<file path="config.mk">
export PLATFORM = sky130hd
export DESIGN_NAME = rwsch_stats
export DESIGN_NICKNAME = d
export VERILOG_FILES = /design/src/rtl/core/rwsch_pkg.sv /design/src/rtl/core/rwsch_stats.sv
export SDC_FILE = /design/constraint.sdc
export NUM_CORES = 1
export LEC_CHECK = 0
export ABC_CLOCK_PERIOD_IN_PS = 3500
export BUFFER_PORTS_ARGS = -buffer_cell sky130_fd_sc_hd__buf_2
export CAP_MARGIN = 20
export CORE_UTILIZATION = 45
export CTS_BUF_LIST = sky130_fd_sc_hd__clkbuf_16
export DETAILED_ROUTE_END_ITERATION = 10
export PLACE_DENSITY = 0.66
export SYNTH_ARGS = -nofsm -noshare
export SYNTH_HDL_FRONTEND = slang
export SYNTH_SLANG_ARGS = --single-unit
export TNS_END_PERCENT = 50
</file>
<file path="constraint.sdc">
create_clock -name aclk -period 3.5 [get_ports aclk]
set_input_delay 0 -clock aclk [delete_from_list [all_inputs] [get_ports aclk]]
set_output_delay 0 -clock aclk [all_outputs]
set_load 0.01 [all_outputs]
</file>
<file path="src/rtl/core/rwsch_pkg.sv">
package rwsch_pkg;

    localparam int unsigned ID_W    = 32;
    localparam int unsigned TS_W    = 32;
    localparam int unsigned ENTRY_W = ID_W + TS_W;
    localparam int unsigned COUNT_W = 11;
    localparam int unsigned SUM_W   = 48;
    localparam int unsigned CNT_W   = 32;
    localparam int unsigned STAT_W  = 3;
    localparam int unsigned ACT_W   = 2;

    localparam logic [ACT_W-1:0] ACT_LAND    = 2'd0;
    localparam logic [ACT_W-1:0] ACT_TAKEOFF = 2'd1;
    localparam logic [ACT_W-1:0] ACT_TICK    = 2'd2;
    localparam logic [ACT_W-1:0] ACT_NONE    = 2'd3;

    localparam logic [STAT_W-1:0] STAT_ADMITTED = 3'd0;
    localparam logic [STAT_W-1:0] STAT_REFUSED  = 3'd1;
    localparam logic [STAT_W-1:0] STAT_LANDED   = 3'd2;
    localparam logic [STAT_W-1:0] STAT_TOOK_OFF = 3'd3;
    localparam logic [STAT_W-1:0] STAT_IDLE     = 3'd4;

    localparam logic [SUM_W-1:0] SUM_MAX = {SUM_W{1'b1}};
    localparam logic [CNT_W-1:0] CNT_MAX = {CNT_W{1'b1}};

    // one finished item as seen by the statistics block
    typedef struct packed {
        logic            idle;
        logic            land_refused;
        logic            takeoff_refused;
        logic            landed;
        logic            took_off;
        logic [TS_W-1:0] wait_val;
    } rwsch_event_t;

endpackage

</file>
<file path="src/rtl/core/rwsch_stats.sv">
module rwsch_stats
    import rwsch_pkg::*;
(
    input  logic              aclk,
    input  logic              aresetn,
    input  logic              ev_valid,
    input  rwsch_event_t      ev,
    output logic [SUM_W-1:0]  land_wait_total,
    output logic [SUM_W-1:0]  takeoff_wait_total,
    output logic [CNT_W-1:0]  idle_ticks,
    output logic [CNT_W-1:0]  land_refused_total,
    output logic [CNT_W-1:0]  takeoff_refused_total,
    output logic [CNT_W-1:0]  landings_total,
    output logic [CNT_W-1:0]  takeoffs_total
);

    logic [SUM_W-1:0] land_sum_reg;
    logic [SUM_W-1:0] take_sum_reg;
    logic [CNT_W-1:0] idle_reg;
    logic [CNT_W-1:0] land_ref_reg;
    logic [CNT_W-1:0] take_ref_reg;
    logic [CNT_W-1:0] landings_reg;
    logic [CNT_W-1:0] takeoffs_reg;
    logic [SUM_W:0]   land_sum_ext;
    logic [SUM_W:0]   take_sum_ext;
    logic [SUM_W-1:0] land_sum_next;
    logic [SUM_W-1:0] take_sum_next;

    // saturating wait sums
    always_comb begin
        land_sum_ext  = {1'b0, land_sum_reg} + (SUM_W + 1)'(ev.wait_val);
        take_sum_ext  = {1'b0, take_sum_reg} + (SUM_W + 1)'(ev.wait_val);
        land_sum_next = land_sum_ext[SUM_W] ? SUM_MAX : land_sum_ext[SUM_W-1:0];
        take_sum_next = take_sum_ext[SUM_W] ? SUM_MAX : take_sum_ext[SUM_W-1:0];
    end

    always_ff @(posedge aclk) begin
        if (!aresetn) begin
            land_sum_reg <= '0;
            take_sum_reg <= '0;
            idle_reg     <= '0;
            land_ref_reg <= '0;
            take_ref_reg <= '0;
            landings_reg <= '0;
            takeoffs_reg <= '0;
        end else if (ev_valid) begin
            if (ev.landed) begin
                land_sum_reg <= land_sum_next;
                if (landings_reg != CNT_MAX) landings_reg <= landings_reg + 1'b1;
            end
            if (ev.took_off) begin
                take_sum_reg <= take_sum_next;
                if (takeoffs_reg != CNT_MAX) takeoffs_reg <= takeoffs_reg + 1'b1;
            end
            if (ev.idle && idle_reg != CNT_MAX) begin
                idle_reg <= idle_reg + 1'b1;
            end
            if (ev.land_refused && land_ref_reg != CNT_MAX) begin
                land_ref_reg <= land_ref_reg + 1'b1;
            end
            if (ev.takeoff_refused && take_ref_reg != CNT_MAX) begin
                take_ref_reg <= take_ref_reg + 1'b1;
            end
        end
    end

    assign land_wait_total       = land_sum_reg;
    assign takeoff_wait_total    = take_sum_reg;
    assign idle_ticks            = idle_reg;
    assign land_refused_total    = land_ref_reg;
    assign takeoff_refused_total = take_ref_reg;
    assign landings_total        = landings_reg;
    assign takeoffs_total        = takeoffs_reg;

    a_one_event: assert property (@(posedge aclk) disable iff (!aresetn)
        ev_valid |-> $onehot({ev.idle, ev.land_refused, ev.takeoff_refused,
                              ev.landed, ev.took_off}) || !(ev.idle || ev.land_refused
                              || ev.takeoff_refused || ev.landed || ev.took_off))
        else $error("more than one event per item");

    a_land_sum_monotone: assert property (@(posedge aclk) disable iff (!aresetn)
        ##1 (land_sum_reg >= $past(land_sum_reg)))
        else $error("landing wait sum went down");

    a_idle_quiet: assert property (@(posedge aclk) disable iff (!aresetn)
        !ev_valid |=> $stable(idle_reg) && $stable(landings_reg) && $stable(takeoffs_reg))
        else $error("counter moved without an event");

endmodule

</file>
# --- Yosys cells after proc, flatten, opt, wreduce, memory -nomap -nowiden ---
# Cells that the tools add are included.
totals:
  reg_bits: 256
  out_inout_bits: 256
  wordCells: 31
classes:
  add_sub_neg: 7
  reduce_logical: 10
  n_eq_ne: 5
  muxes: 2
ops:
  columns: ["op", "n"]
  rows:
  - ["adder 32 x 1 -> 32 bit, second input constant", 5]
  - ["inequality test 32 bit, second input constant", 5]
  - ["adder 48 x 32 -> 49 bit", 2]
  - ["two-way mux 48 bit", 2]
  - ["AND reduction 2 bit", 5]
  - ["AND reduction 3 bit", 2]
  - ["logical AND 1 bit", 3]

# --- Depth between registers and ports, before layout ---
# Gate-level depths: netlist of run 1.
depth:
  depth_word: 3
  mapped_depth: 12

# --- Least setup slack after synthesis of run 1 ---
# Ideal clock, no wire load.
synth_path:
  path_kind: "flip-flop to flip-flop"
  startpoint: "reg take_sum_reg[1] (netlist: takeoff_wait_total[1])"
  endpoint: "reg take_sum_reg[45] (netlist: takeoff_wait_total[45])"
  setup_slack_ps: 598
  synth_period_minus_slack_ps: 2902
  stages_incl_launch_ff: 11
  setup_ps: 132
  arrival_ps: 2770
  path_buffers: 0
  required_ps: 3368
  path_cell_list: "dfxtp_1 ha_1 a21oi_1 nor2_1 or2_2 a41o_1 a311o_2 a21oi_4 a211oi_4 mux2i_1 or3b_2"
synth_via:
  elab_chain_cells: 2
synth_lines:
  columns: ["element", "line_no", "source"]
  rows:
  - ["start, declared", "rwsch_stats.sv:18", "logic [SUM_W-1:0] take_sum_reg;"]
  - ["start signal, assigned", "rwsch_stats.sv:52", "take_sum_reg <= take_sum_next;"]
  - ["adder 48 x 32 -> 49 bit", "rwsch_stats.sv:32", "take_sum_ext = {1'b0, take_sum_reg} + (SUM_W + 1)'(ev.wait_val);"]
  - ["two-way mux 48 bit", "rwsch_stats.sv:34", "take_sum_next = take_sum_ext[SUM_W] ? SUM_MAX : take_sum_ext[SUM_W-1:0];"]
# No other way between the ends.
# A chain may end at the register's enable or synchronous reset.

# --- Final worst setup path of run 1 ---
layout_path:
  startpoint: "reg land_sum_reg[0] (netlist: land_wait_total[0])"
  endpoint: "reg land_sum_reg[36] (netlist: land_wait_total[36])"
layout_via:
  elab_chain_cells: 2
layout_lines:
  columns: ["element", "line_no", "source"]
  rows:
  - ["start, declared", "rwsch_stats.sv:17", "logic [SUM_W-1:0] land_sum_reg;"]
  - ["start signal, assigned", "rwsch_stats.sv:48", "land_sum_reg <= land_sum_next;"]
  - ["adder 48 x 32 -> 49 bit", "rwsch_stats.sv:31", "land_sum_ext = {1'b0, land_sum_reg} + (SUM_W + 1)'(ev.wait_val);"]
  - ["two-way mux 48 bit", "rwsch_stats.sv:33", "land_sum_next = land_sum_ext[SUM_W] ? SUM_MAX : land_sum_ext[SUM_W-1:0];"]
# No other way between the ends.

==> results of run 1 <==
[where the power goes]
| part | total [mW] | internal, mW | switching (mW) |
|---|---|---|---|
| sequential | 3.05 | 2.98 | 0.0684 |
| clock | 3.00 | 1.70 | 1.29 |
| combinational | 1.07 | 0.420 | 0.652 |
| total | 7.12 | 5.10 | 2.02 |
[stage by stage]
step,cell area (um2),utilization [%],power (mW),cells
floorplan,14300,-,3.86,1759
global placement,16100,51.9,4.16,2384
detailed placement,16100,51.9,4.16,2384
CTS,17100,55.1,7.18,2446
global route,17100,55.1,7.42,2446
finish,17100,55.1,7.12,2447
[cells in the final DEF (no fill, tap or decap), types with 18 or more instances in the layout]
cell type,count
a211oi_1,18
a21o_1,42
a21oi_1,134
a31oi_1,53
and2_1,29
and3_1,37
and4_1,27
buf_2,295
clkbuf_16,30
dfxtp_1,256
ha_1,69
inv_1,32
nand2_1,142
nand3_1,80
nand4_1,54
nor2_1,185
nor3_1,33
o21ai_0,135
or3_1,40
xnor2_1,90
xor2_1,87
[worst paths after layout]
kind | from | end | slack [ns] | cells after the start
worst max-delay path | land_wait_total[0] | land_wait_total[36] | 0.28 | 11
worst min-delay path | aresetn | takeoff_wait_total[25] | -0.04 | 3
worst max register to register | land_wait_total[0] | land_wait_total[36] | 0.28 | 11
worst min register to register | takeoff_refused_total[28] | takeoff_refused_total[28] | 0.50 | 2
[cell families (layout without fill, tap and decap cells)]
group | Yosys count | after routing | share of synthesized area, %
DFF | 256 | 256 | 35.8
adders and majority gates | 71 | 71 | 6.30
muxes | 14 | 14 | 0.978
buffers and inverters | 107 | 398 | 2.97
and+or+nand+nor | 678 | 678 | 23.8
AOI/OAI and AO/OA | 456 | 456 | 19.4
other | 0 | 1 | 0
xor gates and xnor gates | 177 | 177 | 10.8
[Yosys cell counts, types with 3 or more instances]
| library cell | instances | area share [%] |
|---|---|---|
| dfxtp_1 | 256 | 36 |
| nor2_1 | 185 | 4.8 |
| nand2_1 | 142 | 3.7 |
| o21ai_0 | 135 | 4.7 |
| a21oi_1 | 134 | 4.7 |
| xnor2_1 | 90 | 5.5 |
| xor2_1 | 87 | 5.3 |
| nand3_1 | 80 | 2.8 |
| ha_1 | 69 | 6.0 |
| clkbuf_1 | 64 | 1.7 |
| nand4_1 | 54 | 2.4 |
| a31oi_1 | 53 | 2.3 |
| a21o_1 | 42 | 2.2 |
| or3_1 | 40 | 1.7 |
| and3_1 | 37 | 1.6 |
| nor3_1 | 33 | 1.2 |
| and2_1 | 31 | 1.4 |
| and4_1 | 27 | 1.7 |
| inv_1 | 27 | 0.71 |
| a211oi_1 | 18 | 0.94 |
| mux2i_1 | 14 | 0.98 |
| buf_2 | 12 | 0.42 |
| nor2b_1 | 11 | 0.48 |
| o21a_1 | 9 | 0.47 |
| o21bai_1 | 7 | 0.37 |
| o22ai_1 | 7 | 0.31 |
| or2_2 | 7 | 0.31 |
| nor4_1 | 6 | 0.26 |
| a311oi_1 | 5 | 0.31 |
| a41o_1 | 5 | 0.35 |
| nand2b_1 | 5 | 0.22 |
| o211ai_1 | 5 | 0.26 |
| o31ai_1 | 5 | 0.26 |
| or4_1 | 4 | 0.21 |
| o31a_1 | 3 | 0.18 |
[flip-flops by register name, indices dropped and copies added, names as in the netlist]
register	flops
land_wait_total	48
takeoffs_total	32
land_refused_total	32
landings_total	32
takeoff_refused_total	32
idle_ticks	32
takeoff_wait_total	48
[per-layer routing]
layer  vias up  wire length [um]  GRT usage, %
li1       6913                 -             -
met1      6478             19200          33.3
met2       426             18500          40.1
met3        77              2890          5.66
met4         0              1290          8.07
met5         -                 0             0
[area by class of cell]
type	instances	area share [%]
clock inverters	26	1.09
well taps	396	2.90
repair buffers	314	9.56
multi-input cells	1396	51.4
flip-flops and latches	256	30.0
clock buffers	30	4.39
diodes	1	0.0146
inverters	28	0.644
[critical path, stage by stage, from the launching register on]
cell	delay (ns)
dfxtp_1	0.33
ha_1	0.22
fa_1	0.43
a211oi_1	0.30
o21ai_0	0.20
a21o_1	0.24
and3_1	0.20
o21ai_0	0.24
a31oi_1	0.17
buf_4	0.20
and2_1	0.22
o311a_1	0.35
==> metrics, run 1 <==
first-pass detailed-route iteration total 6; CTS Buf Count 30; mapped cell area 14,300 um2; Seq/Total Area, Yosys 35.8%; Tightest Pin Transition 0.918 ns; Tmin final 3.22 ns; largest net degree at the start of global routing 104; Fill cells 2,957; CP startpoint kind register; clock skew 0.0158 ns; die span in y 180 um; area of the multi-input gates 8780 um2; sequential cell area 5120 um2; post-synth cell types 75; routed vias 13.9k; Tcrit/Tclk final 92.1%; worst slack at placement 0.300 ns; CTS root buffer clkbuf_16; Setup TNS Final 0 ns; Setup Fix Bufs, Post-CTS 0; clk_lat worst skew 0.57 ns; DRT antenna net count 0; Vias/cell 5.68; hold buffers post-CTS 6; Crit path required time 3.95 ns; PortBufs 295; EDFF count, synth 0; CTS tree yes; Initial Util 46.2%; CP Max Fanout 11; Final WS setup 0.277 ns; drt total wl 41.9 mm; Crit Path Class reg -> reg; Leak 7.41 nW; number of setup violations in the final report 0; violated checks negative hold slack; CP arrival 3.68 ns; Yosys warnings 0; max-cap violation count 0; number of synthesized register bits 256; Max-slew headroom 38.8%; post-cts sizing count 0; row cnt 64; first-pass GRT wire length 67.8 mm; layout cell share with drive strength beyond 1 18.8%; Nets 2,137; initial antenna violation count 0; 1st-iter DRT viols 815; Die ar. 32,600 um2; core footprint 31,000 um2; fin. max-slew vios 0; average instance area after synthesis 8.15 um2; GRT overflow 0; status finished, violations left; Boundary Pins 296; fmax 310 MHz; CTS Sinks 256; DRC errors left 0; die width 180 um; post-synth net total 1,870; post-synthesis instance total 1,759; routed len/inst 17.1 um; power per cell area 417 nW/um2; RSZ-0062 raised after global routing no; GRT Overall Usage 25.0%; main flop type after synthesis dfxtp_1; Peak VDD IR 0.000360 V; worst hold slack -0.0432 ns; clock buffer depth 3; gpl congestion 0.937; Post-synth ARST share 0%; DP HPWL 30.9 mm; Layout area overhead 19.2%; worst hold path class in -> reg; Worst-path clk slew 0.06 ns; Setup crit end kind register; vias in the first global route 12.8k; final hold vios 4; CTS H-tree lvls 1
Note: power is estimated with default switching activity, not from simulation.
==> inputs of run 2 (changes only) <==
- SETUP_SLACK_MARGIN: not set -> 0.3
==> run 2 against run 1 <==
Sequential share of layout area decreased by 0.11 points. The run still ends with negative hold slack left. Setup slack gained 0.14 ns. Fmax is 4.4% higher. Final cell count about the same. Via count is 0.51% lower. Highest routed layer unchanged. Critical endpoint is now takeoff_wait_total[45]. Core utilization grew 0.22 points. Routed wire length grew 0.49%. Final area is 0.40% higher. Sequential power about the same. Register-to-register slack improved by 0.14 ns. Non-clock buffer count up 1.
==> metrics, run 2 (same netlist as run 1, synthesis figures left out) <==
gpl congestion 0.937 (unchanged); Max-slew headroom 38.6% (was 38.8%); RSZ-0062 raised after global routing yes (was no); CTS tree yes (unchanged); first-pass GRT wire length 67.8 mm (unchanged); clock buffer depth 3 (unchanged); vias in the first global route 12.8k (unchanged); placed insts 2,384 (unchanged); commonest non-fill, non-tap cell in the layout buf_2 (unchanged); row cnt 64 (unchanged); drt total wl 42.1 mm (was 41.9 mm); area of the multi-input gates 8840 um2 (was 8780 um2); worst hold path class in -> reg (unchanged); first-pass detailed-route iteration total 5 (was 6); Initial Util 46.2% (unchanged); Layout area overhead 19.7% (was 19.2%); core footprint 31,000 um2 (unchanged); Vias/cell 5.65 (was 5.68); Tmin final 3.09 ns (was 3.22 ns); GRT Overall Usage 25.0% (unchanged); Final WS setup 0.413 ns (was 0.277 ns); crit path capture takeoff_wait_total[45] (was land_wait_total[36]); most frequent cells in the layout buf_2, dfxtp_1, nor2_1, nand2_1 (was buf_2, dfxtp_1, nor2_1, nand2_1, o21ai_0); Setup TNS Final 0 ns (unchanged); Crit path required time 3.93 ns (was 3.95 ns); DP HPWL 30.9 mm (unchanged); CTS H-tree lvls 1 (unchanged); layout cell share with drive strength beyond 1 19.4% (was 18.8%); PortBufs 295 (unchanged); final hold vios 4 (unchanged); CTS Buf Count 30 (unchanged); design area 17,200 um2 (was 17,100 um2); largest net degree at the start of global routing 104 (unchanged); Fill cells 2,952 (was 2,957); CP startpoint kind register (unchanged); sequential cell area 5130 um2 (was 5120 um2); Peak VDD IR 0.000359 V (was 0.000360 V); routed vias 13.8k (was 13.9k); CTS root buffer clkbuf_16 (unchanged); 1st-iter DRT viols 913 (was 815); Critical Path Source takeoff_wait_total[1] (was land_wait_total[0]); number of setup violations in the final report 0 (unchanged); Leak 7.41 nW (about the same); fin cells 2,448 (was 2,447); GRT overflow 0 (unchanged); CP arrival 3.51 ns (was 3.68 ns); die span in y 180 um (unchanged); initial antenna violation count 0 (unchanged); die width 180 um (unchanged); max-cap violation count 0 (unchanged); Nets 2,138 (was 2,137); DRC errors left 0 (unchanged); DRT antenna net count 0 (unchanged); clock skew 0.0171 ns (was 0.0158 ns); routed len/inst 17.2 um (was 17.1 um); Tightest Pin Transition 0.921 ns (was 0.918 ns); clk_lat worst skew 0.57 ns (about the same); worst slack at placement 0.300 ns (unchanged); Setup crit end kind register (unchanged); Crit Path Class reg -> reg (unchanged); Worst R2R Setup Slack 0.41 ns (was 0.28 ns); Worst-path clk slew 0.06 ns (about the same); fmax 324 MHz (was 310 MHz); Tcrit/Tclk final 88.2% (was 92.1%); Boundary Pins 296 (unchanged); r2r worst-path depth 10 (was 11); FF-to-FF End takeoff_wait_total[45] (was land_wait_total[36]); violated checks negative hold slack (unchanged); worst r2r src takeoff_wait_total[1] (was land_wait_total[0]); worst hold slack -0.0448 ns (was -0.0432 ns); Die ar. 32,600 um2 (unchanged); DP Area 16,100 um2 (unchanged); CP Max Fanout 10 (was 11); fin. max-slew vios 0 (unchanged); status finished, violations left (unchanged); CTS Sinks 256 (unchanged); power per cell area 416 nW/um2 (was 417 nW/um2)
## run 2: worst min path at each step
stage	end	cells after the start	slack, ns	start
after detailed placement	takeoff_wait_total[2]	1	0.43	takeoff_wait_total[2]
after global routing	land_wait_total[4]	4	0.04	ev[4]
after global placement	land_wait_total[7]	1	0.43	land_wait_total[7]
final	takeoff_wait_total[25]	3	-0.04	aresetn
after CTS	takeoff_wait_total[25]	3	0.005	aresetn
after floorplan	takeoff_wait_total[0]	3	0.29	ev[0]
## run 2: layout make-up
type                    instances  share of cell area, %
clock buffers                  30                   4.38
diodes                          1                 0.0146
clock inverters                26                   1.09
multi-input cells            1396                   51.5
repair buffers                315                   9.59
well taps                     396                   2.89
inverters                      28                  0.642
flip-flops and latches        256                   29.9
## run 2: report_power, final
group	total (mW)	switching, mW	internal, mW
sequential	3.05	0.0692	2.98
combinational	1.08	0.659	0.425
clock	3.00	1.30	1.70
## run 2: layer usage
layer  vias up  part of all wire [%]  global-route usage [%]
met5         -                     0                       0
met1      6470                    46                    33.3
li1       6899                     -                       -
met4         0                   2.9                    8.07
met3        75                   6.8                    5.66
met2       379                    45                    40.1
## run 2: stage by stage
| step | hold WS, ns | power [mW] | utilization, % |
|---|---|---|---|
| CTS | 0.00521 | 7.18 | 55.1 |
| floorplan | 0.289 | 3.86 | - |
| global route | 0.0374 | 7.44 | 55.3 |
| global placement | 0.431 | 4.16 | 51.9 |
| finish | -0.0448 | 7.14 | 55.3 |
| detailed placement | 0.433 | 4.16 | 51.9 |
## run 2: timing repair
| action | 4_1_cts | 5_1_grt |
|---|---|---|
| endpoints found under the hold margin | 13 | 0 |
| pin swaps | 0 | 1 |
| hold buffers | 6 | 0 |
| setup buffers | 0 | 1 |
| setup endpoints to repair | 1 | 55 |
| resized for setup | 1 | 15 |
## run 2: critical path, cell delays in order, from the launching register on
cell and delay [ns]:
dfxtp_2 0.35, ha_1 0.29, a21oi_2 0.17, nor2_1 0.08, or2_2 0.35, a41o_1 0.22, a311o_2 0.45, a21oi_4 0.27
a211oi_4 0.16, mux2i_1 0.15, or3b_2 0.47
==> inputs of run 3 (changes only) <==
- CORE_UTILIZATION: 45 -> 48
- CTS_CLUSTER_DIAMETER: not set -> 80
- PLACE_DENSITY: 0.66 -> 0.69
==> run 3 against run 2 <==
Routed wire length shrank 0.91%. The run now ends clean. Sequential cell count is the same. Final area shrank 0.10%. Sequential power is essentially flat. Worst hold slack gained 0.083 ns. Clock skew shrank 0.0083 ns. Critical path type unchanged. Critical endpoint is now takeoff_wait_total[42].
==> metrics, run 3 (same netlist as run 1, synthesis figures left out) <==
status complete, no violations (was finished, violations left); CP startpoint kind register (unchanged); fin. max-slew vios 0 (unchanged); Crit Path Class reg -> reg (unchanged); DRC errors left 0 (unchanged); Max-slew headroom 43.9% (was 38.6%); CTS tree yes (unchanged); Peak VDD IR 0.000348 V (was 0.000359 V); largest net degree at the start of global routing 107 (was 104); Int Pwr 5.14 mW (was 5.11 mW); max-cap violation count 0 (unchanged); vias in the first global route 12.6k (was 12.8k); CP Max Fanout 9 (was 10); clock skew 0.00877 ns (was 0.0171 ns); Setup TNS Final 0 ns (unchanged); power per cell area 417 nW/um2 (was 416 nW/um2); GRT overflow 0 (unchanged); layout cell share with drive strength beyond 1 19.4% (about the same); initial antenna violation count 1 (was 0); post-layout util 59.1% (was 55.3%); RSZ-0062 raised after global routing yes (unchanged); commonest non-fill, non-tap cell in the layout buf_2 (unchanged); CTS Buf Count 29 (was 30); fmax 325 MHz (was 324 MHz); Vias/cell 5.74 (was 5.65); die width 175 um (was 180 um); Tot Pwr 7.15 mW (was 7.14 mW); clock buffer depth 3 (unchanged); CP arrival 3.53 ns (was 3.51 ns); CTS root buffer clkbuf_16 (unchanged); Tcrit/Tclk final 87.8% (was 88.2%); routed len/inst 17.1 um (was 17.2 um); 1st-iter DRT viols 1,077 (was 913); Nets 2,138 (unchanged); Worst R2R Setup Slack 0.43 ns (was 0.41 ns); NetSw 2.01 mW (was 2.02 mW); worst hold slack 0.0379 ns (was -0.0448 ns); number of setup violations in the final report 0 (unchanged); Layout area overhead 19.6% (was 19.7%); Boundary Pins 296 (unchanged); crit-path cells ha_1, and3_2, and4bb_1, a211o_2, o22ai_4, or4_4, a21oi_2, nand4_1, xnor2_1, a21o_1 (was ha_1, a21oi_2, nor2_1, or2_2, a41o_1, a311o_2, a21oi_4, a211oi_4, mux2i_1, or3b_2); Crit path required time 3.96 ns (was 3.93 ns); routed vias 14.0k (was 13.8k); first-pass detailed-route iteration total 5 (unchanged); Gate power share 15.2% (about the same); CTS H-tree lvls 1 (unchanged); most frequent cells in the layout buf_2, dfxtp_1, nor2_1, nand2_1, o21ai_0 (was buf_2, dfxtp_1, nor2_1, nand2_1); CP max stage delay 0.54 ns (was 0.47 ns); core footprint 29,000 um2 (was 31,000 um2); Setup crit end kind register (unchanged); PortBufs 295 (unchanged); clk_lat worst skew 0.56 ns (was 0.57 ns); Tightest Pin Transition 0.820 ns (was 0.921 ns); drt total wl 41.7 mm (was 42.1 mm); sequential share of power 42.7% (was 42.8%); GRT Overall Usage 26.3% (was 25.0%); DP HPWL 30.6 mm (was 30.9 mm); Die ar. 30,500 um2 (was 32,600 um2); Leak 7.41 nW (about the same); CTS Sinks 256 (unchanged); die span in y 175 um (was 180 um); worst hold path class in -> reg (unchanged); gpl congestion 0.969 (was 0.937); Tmin final 3.07 ns (was 3.09 ns); met3 Track Usage GR 5.48% (was 5.66%); DRT antenna net count 0 (unchanged); Worst-path clk slew 0.06 ns (about the same); final hold vios 0 (was 4); Switching Fraction 28.2% (was 28.4%); first-pass GRT wire length 66.6 mm (was 67.8 mm); clock power share 42.1% (was 42.0%); gr busiest metal met2 (unchanged); CP max stage cell or4_4 (was or3b_2); GR met2 Demand/Resource 41.6% (was 40.1%); met1 usage 36.8% (was 33.3%); row cnt 62 (was 64); Initial Util 49.4% (was 46.2%)
run 3: power by group through the flow:
stage | logic, mW | registers (mW) | clock network [mW]
CTS | 1.06 | 3.05 | 3.06
floorplan | 0.729 | 3.13 | 0
finish | 1.09 | 3.05 | 3.01
global route | 1.20 | 3.06 | 3.19
detailed placement | 1.05 | 3.12 | 0
global placement | 1.05 | 3.11 | 0
run 3: area by class of cell:
class | instances | area [um2]
diodes | 1 | 2.50
clock buffers | 29 | 726
clock inverters | 23 | 201
fillers | 2720 | 11900
inverters | 28 | 110
multi-input cells | 1396 | 8840
flip-flops and latches | 256 | 5130
well taps | 384 | 480
repair buffers | 316 | 1650
run 3: repair_timing:
| item | 4_1_cts | 5_1_grt |
|---|---|---|
| endpoints found under the setup margin | 19 | 68 |
| hold buffers | 5 | 0 |
| pin swaps | 0 | 1 |
| setup buffers | 0 | 1 |
| gates resized for setup | 2 | 17 |
| endpoints found under the hold margin | 28 | 0 |
run 3: per-layer routing:
metal  up-vias  share of wire (%)
li1       6898                  -
met1      6595                 47
met2       420                 44
met3        59                7.0
met4         0                2.0
met5         -                  0
run 3: path summary, 6_finish.rpt:
kind	startpoint	end	cells past startpoint
setup / recovery	takeoff_wait_total[5]	takeoff_wait_total[42]	10
hold / removal	ev[9]	takeoff_wait_total[9]	4
setup reg to reg	takeoff_wait_total[5]	takeoff_wait_total[42]	10
hold reg to reg	takeoff_wait_total[39]	takeoff_wait_total[39]	2
run 3: per-stage QoR:
stage               std cells  cell area [um2]  setup WS (ns)
finish                   2433            17100          0.425
CTS                      2431            17100          0.302
global placement         2374            16100          0.320
detailed placement       2374            16100          0.183
global route             2432            17100          0.299
floorplan                1759            14300          0.598
run 3: critical path, delay by kind of cell, from the launching register on:
family                   cells  cell delay [ns]
flip-flops                   1             0.34
AND/OR/NAND/NOR              4             1.23
AO/OA/AOI/OAI                4             0.87
adder cells (fa/ha/maj)      1             0.39
XOR/XNOR                     1             0.15
